File: src/hdl/fpa_pkg.sv
// shared types, constants and saturation helpers for the q24.8 fixed-point alu
package fpa_pkg;

  localparam int FRAC_BITS  = 8;
  localparam int W          = 32;
  localparam int STEP       = 4;
  localparam int QW         = W + FRAC_BITS;
  localparam int DIV_STAGES = (QW + STEP - 1) / STEP;
  localparam int NW         = DIV_STAGES * STEP;
  localparam int RW         = W + 1;
  localparam int PW         = 2 * W;
  localparam int MW         = PW - FRAC_BITS + 1;
  localparam int SW         = W + FRAC_BITS + 1;
  localparam int LAT        = DIV_STAGES + 2;

  localparam logic [MW-1:0] MAXM = {{(MW-W+1){1'b0}}, {(W-1){1'b1}}};
  localparam logic [MW-1:0] MINM = MAXM + MW'(1);
  localparam logic signed [SW-1:0] MAXS = {{(SW-W+1){1'b0}}, {(W-1){1'b1}}};
  localparam logic signed [SW-1:0] MINS = ~MAXS;

  typedef enum logic [3:0] {
    OP_ADD, OP_SUB, OP_MUL, OP_DIV, OP_CMP, OP_MIN, OP_MAX,
    OP_INC, OP_DEC, OP_TOINT, OP_FROMINT
  } op_t;

  typedef enum logic [1:0] {ST_OK, ST_SAT, ST_DIV0} status_t;
  typedef enum logic [1:0] {CMP_LT, CMP_EQ, CMP_GT} cmp_t;

  typedef struct packed {
    logic [3:0]          req_type;
    logic signed [W-1:0] operand_a;
    logic signed [W-1:0] operand_b;
  } req_t;

  typedef struct packed {
    logic signed [W-1:0] result_value;
    logic [1:0]          compare_result;
    logic [1:0]          status;
  } res_t;

  typedef struct packed {
    logic [W-1:0] value;
    logic         sat;
  } sat_t;

  // clamp a magnitude with sign to the signed 32-bit range
  function automatic sat_t sat_mag(input logic [MW-1:0] m, input logic neg);
    sat_t         s;
    logic [W-1:0] t;
    t = m[W-1:0];
    s.sat = 1'b0;
    if (!neg && m > MAXM) begin
      s.value = {1'b0, {(W-1){1'b1}}};
      s.sat   = 1'b1;
    end else if (neg && m > MINM) begin
      s.value = {1'b1, {(W-1){1'b0}}};
      s.sat   = 1'b1;
    end else begin
      s.value = neg ? -t : t;
    end
    return s;
  endfunction

  // clamp a wide signed value to the signed 32-bit range
  function automatic sat_t sat_s(input logic signed [SW-1:0] v);
    sat_t s;
    s.sat = 1'b0;
    if (v > MAXS) begin
      s.value = {1'b0, {(W-1){1'b1}}};
      s.sat   = 1'b1;
    end else if (v < MINS) begin
      s.value = {1'b1, {(W-1){1'b0}}};
      s.sat   = 1'b1;
    end else begin
      s.value = v[W-1:0];
    end
    return s;
  endfunction

endpackage

File: src/hdl/fpa_mul.sv
// two-stage unsigned multiplier with round half up of the fraction
module fpa_mul (
  input  logic                 clk,
  input  logic [fpa_pkg::W-1:0]  ma,
  input  logic [fpa_pkg::W-1:0]  mb,
  output logic [fpa_pkg::MW-1:0] m
);
  import fpa_pkg::*;

  logic [PW-1:0] p_r;
  logic [MW-1:0] m_r, m_nxt;

  // drop the fraction and add the half bit
  assign m_nxt = MW'(p_r[PW-1:FRAC_BITS]) + MW'(p_r[FRAC_BITS-1]);

  always_ff @(posedge clk) begin
    p_r <= PW'(ma) * PW'(mb);
    m_r <= m_nxt;
  end

  assign m = m_r;
endmodule

File: config.mk
export PLATFORM = sky130hd
export DESIGN_NAME = fpa_mul
export DESIGN_NICKNAME = d
export VERILOG_FILES = /design/src/hdl/fpa_pkg.sv /design/src/hdl/fpa_mul.sv
export SDC_FILE = /design/constraint.sdc
export NUM_CORES = 2
export LEC_CHECK = 0
export BUFFER_PORTS_ARGS = -buffer_cell sky130_fd_sc_hd__buf_2
export CAP_MARGIN = 20
export CORE_MARGIN = 5
export CORE_UTILIZATION = 30
export CTS_CLUSTER_SIZE = 10
export DETAILED_ROUTE_END_ITERATION = 6
export GPL_TIMING_DRIVEN = 0
export HOLD_SLACK_MARGIN = 0.02
export MAX_ROUTING_LAYER = met4
export RECOVER_POWER = 50
export SLEW_MARGIN = 25
export SYNTH_ARGS = -nofsm -noshare
export SYNTH_HDL_FRONTEND = slang
export SYNTH_SLANG_ARGS = --single-unit
File: constraint.sdc
create_clock -name clk -period 9.7 [get_ports clk]
set_input_delay 2.425 -clock clk [delete_from_list [all_inputs] [get_ports clk]]
set_output_delay 2.425 -clock clk [all_outputs]
set_load 0.02 [all_outputs]
==> metrics <==
Clock Latency Late Sink approximately 0.48 ns; r2r endpoint m[50]$_DFF_P_; Synth Cell Area between 0.03 and 0.04 sq mm; DRC violations left 0; H-tree depth 4; Hold Path Depth 1; Non-Filler Instances a little under 6000; Die W 359 microns; DR pass1 iterations 5; dominant cells by area after synthesis fa_1 49%, and2_1 9.8%, ha_1 9.0%; routed vias approximately 28000; Worst slew margin 30.6%; Final Cycle Share 99.9%; RSZ-0062 raised after global routing true; CP endpoint kind register; Nets between 5000 and 6000; run status finished, final reports clean; Die Footprint around 0.13 sq mm; Worst-Margin Slew around 1.0 ns; YS warnings 0; fill count between 10000 and 15000; number of global-route vias before repair around 30000; post-detailed-route count of antenna-violating nets 0; wire length of the first global-routing pass ~200000 microns; CTS tree built; EDFF count, synth 0; sequential fraction of the synthesis area 6.26%; Port Buf Inserts between 100 and 150; Data required, critical path approximately 10 ns; min-delay worst type register to register; GRT overflow 0; Worst R2R Start p_r[7]$_DFF_P_; Total GRT Usage between 20% and 30%; First DRT Iteration DRCs 2372; Max Cap Viol 0; CTS Sinks roughly 110; Max clock buf depth 3; WHS between 0.4 and 0.5 ns; Top-Level Pins ~120; worst reg-to-reg path cell count 9; dominant synthesized flop cell dfxtp_1; share of layout cells above drive strength 1 about 7.6%; fin crit period around 9.7 ns; most common cell after layout, fill and taps aside fa_1; DP Cell Count roughly 5700; CP max FO 10; clk slew on worst S/H paths ~0.050 ns; Initial Util 30.1%; core area around 0.12 sq mm; ys async rst share 0%; setup tns final 0 ns; Startpoint Class input pin; Die Y 359 microns; final number of setup-violating endpoints 0; Yosys cell types 58; count of final hold-check violations 0; Row Count between 100 and 150; FF+latch count, synth about 110; most frequent cells in the layout 895 x fa_1, 845 x inv_1, 573 x and2_1; vias per cell between 4 and 5; crit path capture p_r[58]$_DFF_P_; Mean Syn Cell Area ~9.2 sq um; Root Buffer clkbuf_16; routability cong. between 0.9 and 1; Crit. Startpoint ma[20]; total routed wirelength about 140000 microns; Max Slew Vio Count 0; CP Data Arrival Time a little over 10 ns; kind of critical path input pin to register; Final HPWL DP about 120000 microns; cell taking the most area after synthesis fa_1; Achievable Freq around 100 MHz; initial antenna violation count 21; Routed WL per cell 23.7 microns; clock skew ~0.025 ns; Net Count, Synth 5198; Synth top area share 49.1%; TritonCTS buffer count 25; final core utilization between 30 and 40%; area of the multi-input gates just over 0.03 sq mm; worst reg2reg setup slack 6.21 ns; Sequential Area about 0.0023 sq mm; Layout area overhead 10.4%; largest net degree at the start of global routing 15; Post-Syn Instances between 3000 and 4000
-- critical path, stage by stage --
cell	delay, ns
buf_2	0.22
clkbuf_2	0.44
and2_1	0.24
fa_1	0.42
fa_1	0.51
inv_1	0.06
fa_1	0.46
fa_1	0.60
inv_1	0.08
fa_1	0.55
fa_1	0.43
fa_1	0.51
fa_1	0.41
ha_1	0.41
nand2_1	0.11
or3_1	0.31
clkbuf_2	0.16
or3_1	0.36
a2111o_1	0.44
a31oi_4	0.33
nor2_2	0.08
a221oi_2	0.30
xor2_1	0.21
-- worst min-delay path by stage --
stage	startpoint	end	slack, ns
floorplan	p_r[8]$_DFF_P_	m[0]$_DFF_P_	0.42
global placement	p_r[8]$_DFF_P_	m[0]$_DFF_P_	0.44
detailed placement	p_r[8]$_DFF_P_	m[0]$_DFF_P_	0.45
CTS	p_r[60]$_DFF_P_	m[52]$_DFF_P_	0.46
global route	p_r[60]$_DFF_P_	m[52]$_DFF_P_	0.47
finish	p_r[24]$_DFF_P_	m[16]$_DFF_P_	0.45
-- per-stage QoR --
| step | area, sq um | worst slack, ns |
|---|---|---|
| floorplan | 36500 | 0.496 |
| global route | 40200 | -0.0465 |
| CTS | 40100 | 0.000372 |
| detailed placement | 39100 | -1.35 |
| finish | 40300 | 0.0113 |
| global placement | 39100 | -1.46 |
-- sequential cells by signal, summed over array words and instances, names as in the netlist --
register and count:
p_r 57, m 57
-- final cells by class --
cell class                 instances  share of cell area (%)
antenna                           15                  0.0932
buffer                           221                    3.00
clock buffer                      30                    1.67
clock inverter                     2                  0.0248
inverter                         846                    7.88
multi-input combinational       2790                    75.1
sequential                       114                    5.67
tap                             1625                    5.05
timing repair buffer             126                    1.52
-- what timing repair did --
action	CTS	global route
resized for setup	170	143
hold buffers	0	0
pin swaps	2	2
setup buffers	3	1
setup endpoints to repair	31	25
-- Yosys cell counts, types with 2 or more instances --
cell type / n
a31o_2: 2
buf_2: 2
nor3b_1: 2
a21oi_1: 88
nor3_1: 24
nand4_1: 34
and2_1: 574
nor2_1: 49
a221oi_1: 3
nor4_1: 6
nand3_1: 38
and3_1: 12
nand2_1: 536
or3_1: 3
dfxtp_1: 114
fa_1: 895
a311oi_1: 2
a211oi_1: 3
a21boi_0: 6
inv_1: 845
and4_1: 4
o21a_1: 4
o41ai_1: 2
clkbuf_1: 221
buf_4: 2
o21ai_0: 50
ha_1: 262
o21bai_1: 18
xor2_1: 36
o31ai_1: 2
a21o_1: 18
xnor2_1: 77
o211ai_1: 6
a31oi_1: 9
nand2b_1: 2
a41oi_1: 3
-- routing by layer --
layer | wire [microns] | GRT usage (%)
met3 | 12600 | 3.91
met4 | 8050 | 9.35
met1 | 54800 | 29.0
met2 | 61400 | 34.0
met5 | 0 | -
-- cells by family (layout without fill, tap and decap cells) --
family	Yosys count	count (layout)	synth area share (%)
multiplexers	1	1	0.0274
flip-flops	114	114	6.26
XOR/XNOR	113	113	2.71
buffers and inverters	1072	1225	11.1
adder cells (fa/ha/maj)	1157	1157	58.1
other	0	15	0
AND/OR/NAND/NOR	1289	1289	17.9
AO/OA/AOI/OAI	230	230	3.94
Power is left out: the tool's default activity adds up to more than one toggle a clock period on the data nets, which glitch-free logic cannot reach.
