`config.mk`:
```
export PLATFORM = sky130hd
export DESIGN_NAME = fpa_div
export DESIGN_NICKNAME = d
export VERILOG_FILES = /design/src/hdl/fpa_pkg.sv /design/src/hdl/fpa_div.sv
export SDC_FILE = /design/constraint.sdc
export NUM_CORES = 2
export LEC_CHECK = 0
export BUFFER_PORTS_ARGS = -buffer_cell sky130_fd_sc_hd__buf_2
export CAP_MARGIN = 20
export CORE_ASPECT_RATIO = 0.7
export CORE_UTILIZATION = 42
export DETAILED_ROUTE_END_ITERATION = 6
export HOLD_SLACK_MARGIN = 0.06
export PLACE_DENSITY = 0.54
export SETUP_SLACK_MARGIN = 0.02
export SYNTH_ARGS = -nofsm -noshare
export SYNTH_HDL_FRONTEND = slang
export SYNTH_SLANG_ARGS = --single-unit
```
`constraint.sdc`:
```
create_clock -name clk -period 16.5 [get_ports clk]
set_input_delay 0.825 -clock clk [delete_from_list [all_inputs] [get_ports clk]]
set_output_delay 0.825 -clock clk [all_outputs]
set_load 0.005 [all_outputs]
```
`src/hdl/fpa_pkg.sv`:
```
// shared types, constants and saturation helpers for the q24.8 fixed-point alu
package fpa_pkg;

  localparam int FRAC_BITS  = 8;
  localparam int W          = 32;
  localparam int STEP       = 4;
  localparam int QW         = W + FRAC_BITS;
  localparam int DIV_STAGES = (QW + STEP - 1) / STEP;
  localparam int NW         = DIV_STAGES * STEP;
  localparam int RW         = W + 1;
  localparam int PW         = 2 * W;
  localparam int MW         = PW - FRAC_BITS + 1;
  localparam int SW         = W + FRAC_BITS + 1;
  localparam int LAT        = DIV_STAGES + 2;

  localparam logic [MW-1:0] MAXM = {{(MW-W+1){1'b0}}, {(W-1){1'b1}}};
  localparam logic [MW-1:0] MINM = MAXM + MW'(1);
  localparam logic signed [SW-1:0] MAXS = {{(SW-W+1){1'b0}}, {(W-1){1'b1}}};
  localparam logic signed [SW-1:0] MINS = ~MAXS;

  typedef enum logic [3:0] {
    OP_ADD, OP_SUB, OP_MUL, OP_DIV, OP_CMP, OP_MIN, OP_MAX,
    OP_INC, OP_DEC, OP_TOINT, OP_FROMINT
  } op_t;

  typedef enum logic [1:0] {ST_OK, ST_SAT, ST_DIV0} status_t;
  typedef enum logic [1:0] {CMP_LT, CMP_EQ, CMP_GT} cmp_t;

  typedef struct packed {
    logic [3:0]          req_type;
    logic signed [W-1:0] operand_a;
    logic signed [W-1:0] operand_b;
  } req_t;

  typedef struct packed {
    logic signed [W-1:0] result_value;
    logic [1:0]          compare_result;
    logic [1:0]          status;
  } res_t;

  typedef struct packed {
    logic [W-1:0] value;
    logic         sat;
  } sat_t;

  // clamp a magnitude with sign to the signed 32-bit range
  function automatic sat_t sat_mag(input logic [MW-1:0] m, input logic neg);
    sat_t         s;
    logic [W-1:0] t;
    t = m[W-1:0];
    s.sat = 1'b0;
    if (!neg && m > MAXM) begin
      s.value = {1'b0, {(W-1){1'b1}}};
      s.sat   = 1'b1;
    end else if (neg && m > MINM) begin
      s.value = {1'b1, {(W-1){1'b0}}};
      s.sat   = 1'b1;
    end else begin
      s.value = neg ? -t : t;
    end
    return s;
  endfunction

  // clamp a wide signed value to the signed 32-bit range
  function automatic sat_t sat_s(input logic signed [SW-1:0] v);
    sat_t s;
    s.sat = 1'b0;
    if (v > MAXS) begin
      s.value = {1'b0, {(W-1){1'b1}}};
      s.sat   = 1'b1;
    end else if (v < MINS) begin
      s.value = {1'b1, {(W-1){1'b0}}};
      s.sat   = 1'b1;
    end else begin
      s.value = v[W-1:0];
    end
    return s;
  endfunction

endpackage

```
`src/hdl/fpa_div.sv`:
```
// pipelined restoring divider, STEP quotient bits per stage
module fpa_div (
  input  logic                 clk,
  input  logic [fpa_pkg::NW-1:0] n,
  input  logic [fpa_pkg::W-1:0]  d,
  output logic [fpa_pkg::NW-1:0] q,
  output logic [fpa_pkg::W-1:0]  r,
  output logic [fpa_pkg::W-1:0]  d_out
);
  import fpa_pkg::*;

  logic [NW-1:0] num_r [DIV_STAGES];
  logic [W-1:0]  rem_r [DIV_STAGES];
  logic [W-1:0]  den_r [DIV_STAGES];
  logic [NW-1:0] num_nxt [DIV_STAGES];
  logic [W-1:0]  rem_nxt [DIV_STAGES];

  for (genvar s = 0; s < DIV_STAGES; s++) begin : g_stage
    logic [NW-1:0] num_in;
    logic [W-1:0]  rem_in;
    logic [W-1:0]  den_in;

    if (s == 0) begin : g_first
      assign num_in = n;
      assign rem_in = '0;
      assign den_in = d;
    end else begin : g_next
      assign num_in = num_r[s-1];
      assign rem_in = rem_r[s-1];
      assign den_in = den_r[s-1];
    end

    // shift in one numerator bit, subtract when the divisor fits
    always_comb begin
      logic [RW-1:0] rm;
      logic [NW-1:0] nm;
      rm = {1'b0, rem_in};
      nm = num_in;
      for (int i = 0; i < STEP; i++) begin
        rm = {rm[W-1:0], nm[NW-1]};
        nm = {nm[NW-2:0], 1'b0};
        if (rm >= {1'b0, den_in}) begin
          rm    = rm - {1'b0, den_in};
          nm[0] = 1'b1;
        end
      end
      rem_nxt[s] = rm[W-1:0];
      num_nxt[s] = nm;
    end

    always_ff @(posedge clk) begin
      num_r[s] <= num_nxt[s];
      rem_r[s] <= rem_nxt[s];
      den_r[s] <= den_in;
    end
  end

  assign q     = num_r[DIV_STAGES-1];
  assign r     = rem_r[DIV_STAGES-1];
  assign d_out = den_r[DIV_STAGES-1];
endmodule

```
==> out/summary.txt <==
outcome - finished clean
Nets - 13,200
crit path max-delay cell type - o21ai_0
HP Class - in -> reg
WL per Instance - 24.1 um
r2r startpoint - den_r[7][1]
max cap viols - 0
Hold Crit Start - n[15]
DR vias/cell - 6.03
clk_lat worst skew - 810 ps
Die Ht - 402 um
dpl hpwl - 298,000 um
largest net degree at the start of global routing - 47
I/O pin total - 177
Post-Synth Adder-Cell Area - 17.1%
fin crit share - 95.3%
synthesized area - 96,000 um2
Die Wd - 574 um
final hold violations - 0
Synth Area in Compound Gates - 24.9%
gr ovfl total - 0
DRT antenna net count - 0
Cell Rows - 146
PortBufs - 176
starting DRC count in detailed routing - 9,549
Achievable Freq - 0.0636 GHz
detailed-route wire length - 361,000 um
worst-case clock buffer depth - 3
via count - 90,300
first-pass GRT wire length - 529,000 um
worst slew pin tran - 1110 ps
worst rel slew slack - 24.1%
critical path type - reg -> reg
Setup TNS Final - 0 ps
simple-gate share of the synthesized area - 14.9%
clock slew seen by the registers of the worst setup and hold paths - 70 ps
post-synthesis sequential area ratio - 21.7%
register bit total from synthesis - 1,040
Main synth FF type - dfxtp_1
GRT Resource Usage Total - 30.0%
async set-reset flop share out of synthesis - 0%
root buf cell - clkbuf_16
critical path startpoint - den_r[7][1]
top cells by area, synth - dfxtp_1 22%, ha_1 16%, mux2_2 6.5%, xnor2_1 6.4%, a21oi_1 6.1%
largest family of logic cells by synthesized area - compound AO/OA/AOI/OAI gates
Critical Path AT - 16,260 ps
filler instances - 22,200
Post-Synth XOR/XNOR Area - 9.44%
share of the synthesized area in the top cell type - 21.7%
CORE AREA - 227,000 um2
DRC viols - 0
syn nets - 13,100
cell taking the most area after synthesis - dfxtp_1
RSZ-0062 raised after global routing - no
Final Wtd Congestion - 0.973
Area Overhead vs Synth - 9.33%
clock tree sinks - 1,040
number of global-route vias before repair - 82,600
number of synthesized flops with an enable pin - 0
Crit Path Max Fanout - 34
CTS tree - yes
Die ar. - 231,000 um2
initial core utilization - 42.4%
Layout Skew - 73.7 ps
Mapped Cells - 11,700
synthesized area per cell - 8.22 um2
cts bufs inserted - 112
required time worst endpoint - 17,030 ps
final setup vio count - 0
H-Tree Level Count - 3
Min Clock Period, post-route - 15,730 ps
drt pass-1 iters - 6
Synth warnings - 0
Critical Path Sink Type - register
type of element launching the critical path - register
share of cells above drive strength 1 - 10.3%
Slew Limit Fails - 0
initial antenna violation count - 21
number of distinct library cells after synthesis - 100
multiplexer area fraction after synthesis - 7.98%
CP max stage delay - 770 ps
[sequential cells by signal, indices dropped and copies added (netlist names)]
signal,flops
num_r,400
den_r,320
rem_r,320
[worst max-delay path: cells and delay by family (launching register included)]
| kind | cells | cell delay, ps |
|---|---|---|
| AOI/OAI and AO/OA | 26 | 7740 |
| adders and majority gates | 4 | 1410 |
| buffers and inverters | 7 | 2150 |
| DFF | 1 | 720 |
| muxes | 3 | 1230 |
| and+or+nand+nor | 10 | 2160 |
[cell usage in the layout, fill, tap and decap left out, types with 88 or more instances in the layout]
cell type and count:
inv_1 748, xnor2_1 707, nor3_1 190, mux2_2 551, a211oi_1 110, nand2b_1 168
clkbuf_16 112, dfxtp_1 1040, a21oi_1 1167, nand2_1 691, o21bai_1 150, o21a_1 183
nor2_1 802, nor2b_1 146, a31oi_1 97, and2_1 88, mux2i_1 101, xor2_1 328
buf_4 104, ha_1 1250, a21o_1 575, nand4_1 179, o21ai_0 667, and3_1 114
nand3_1 236, buf_2 176
[layout make-up]
class                   instances  area [um2]  share of cell area (%)
inverters                     760        2850                    2.72
well taps                    3034        3800                    3.62
diodes                         12        30.0                  0.0286
clock buffers                 127        2940                    2.80
clock inverters                84        1180                    1.13
multi-input cells            9633       71500                    68.1
flip-flops and latches       1040       20800                    19.8
repair buffers                293        1870                    1.78
[path summary, 6_finish.rpt]
check / to / slack [ps] / cells after the start
worst min register to register: num_r[1][13] / 300 / 0
worst min-delay path: num_r[0][19] / 130 / 1
worst max register to register: rem_r[8][28] / 770 / 50
worst max-delay path: rem_r[8][28] / 770 / 50
[layer usage]
layer  wire [um]  up-vias  GRT usage (%)
met5         147        -          0.289
met3       34400      361           6.51
met2      130000     3582           38.7
li1            -    43200              -
met4        8100       10           6.54
met1      188000    43200           48.4
[cells by family after synthesis]
group / after synthesis
AOI/OAI and AO/OA: 3693
xor gates and xnor gates: 1035
adders and majority gates: 1289
buffers and inverters: 1017
DFF: 1040
muxes: 685
and+or+nand+nor: 2930
[Yosys cell counts, drive strengths merged (83+ instances only)]
master and n:
ha 1250, a21oi 1170, dfxtp 1040, nor2 803, inv 756, xnor2 707
nand2 691, o21ai 673, mux2 583, a21o 575, xor2 328, nand3 237
nor3 191, o21a 183, nand4 179, clkbuf 177, nand2b 168, o21bai 151
nor2b 146, and3 114, a211oi 113, mux2i 102, a31oi 99, and2 91
a221o 83
[metrics by stage]
| stage | setup WS [ps] | hold slack, ps | area, um2 | utilization, % | cells |
|---|---|---|---|---|---|
| finish | 772 | 131 | 105000 | 46.3 | 15000 |
| global route | 27.1 | 93.6 | 105000 | 46.3 | 15000 |
| CTS | 968 | 69.8 | 105000 | 46.3 | 15000 |
| detailed placement | 1020 | 312 | 101000 | 44.4 | 14800 |
| global placement | 1130 | 309 | 101000 | 44.4 | 14800 |
| floorplan | 3540 | 310 | 96000 | - | 11700 |
[timing repair]
item,CTS,global route
endpoints found under the hold margin,5,0
resized for setup,0,3
hold buffers,5,0
buffers inserted,0,0
setup endpoints to repair,0,60
Power is not shown: default switching activity piles up to over one toggle a cycle in this logic, so the estimate is an artifact.
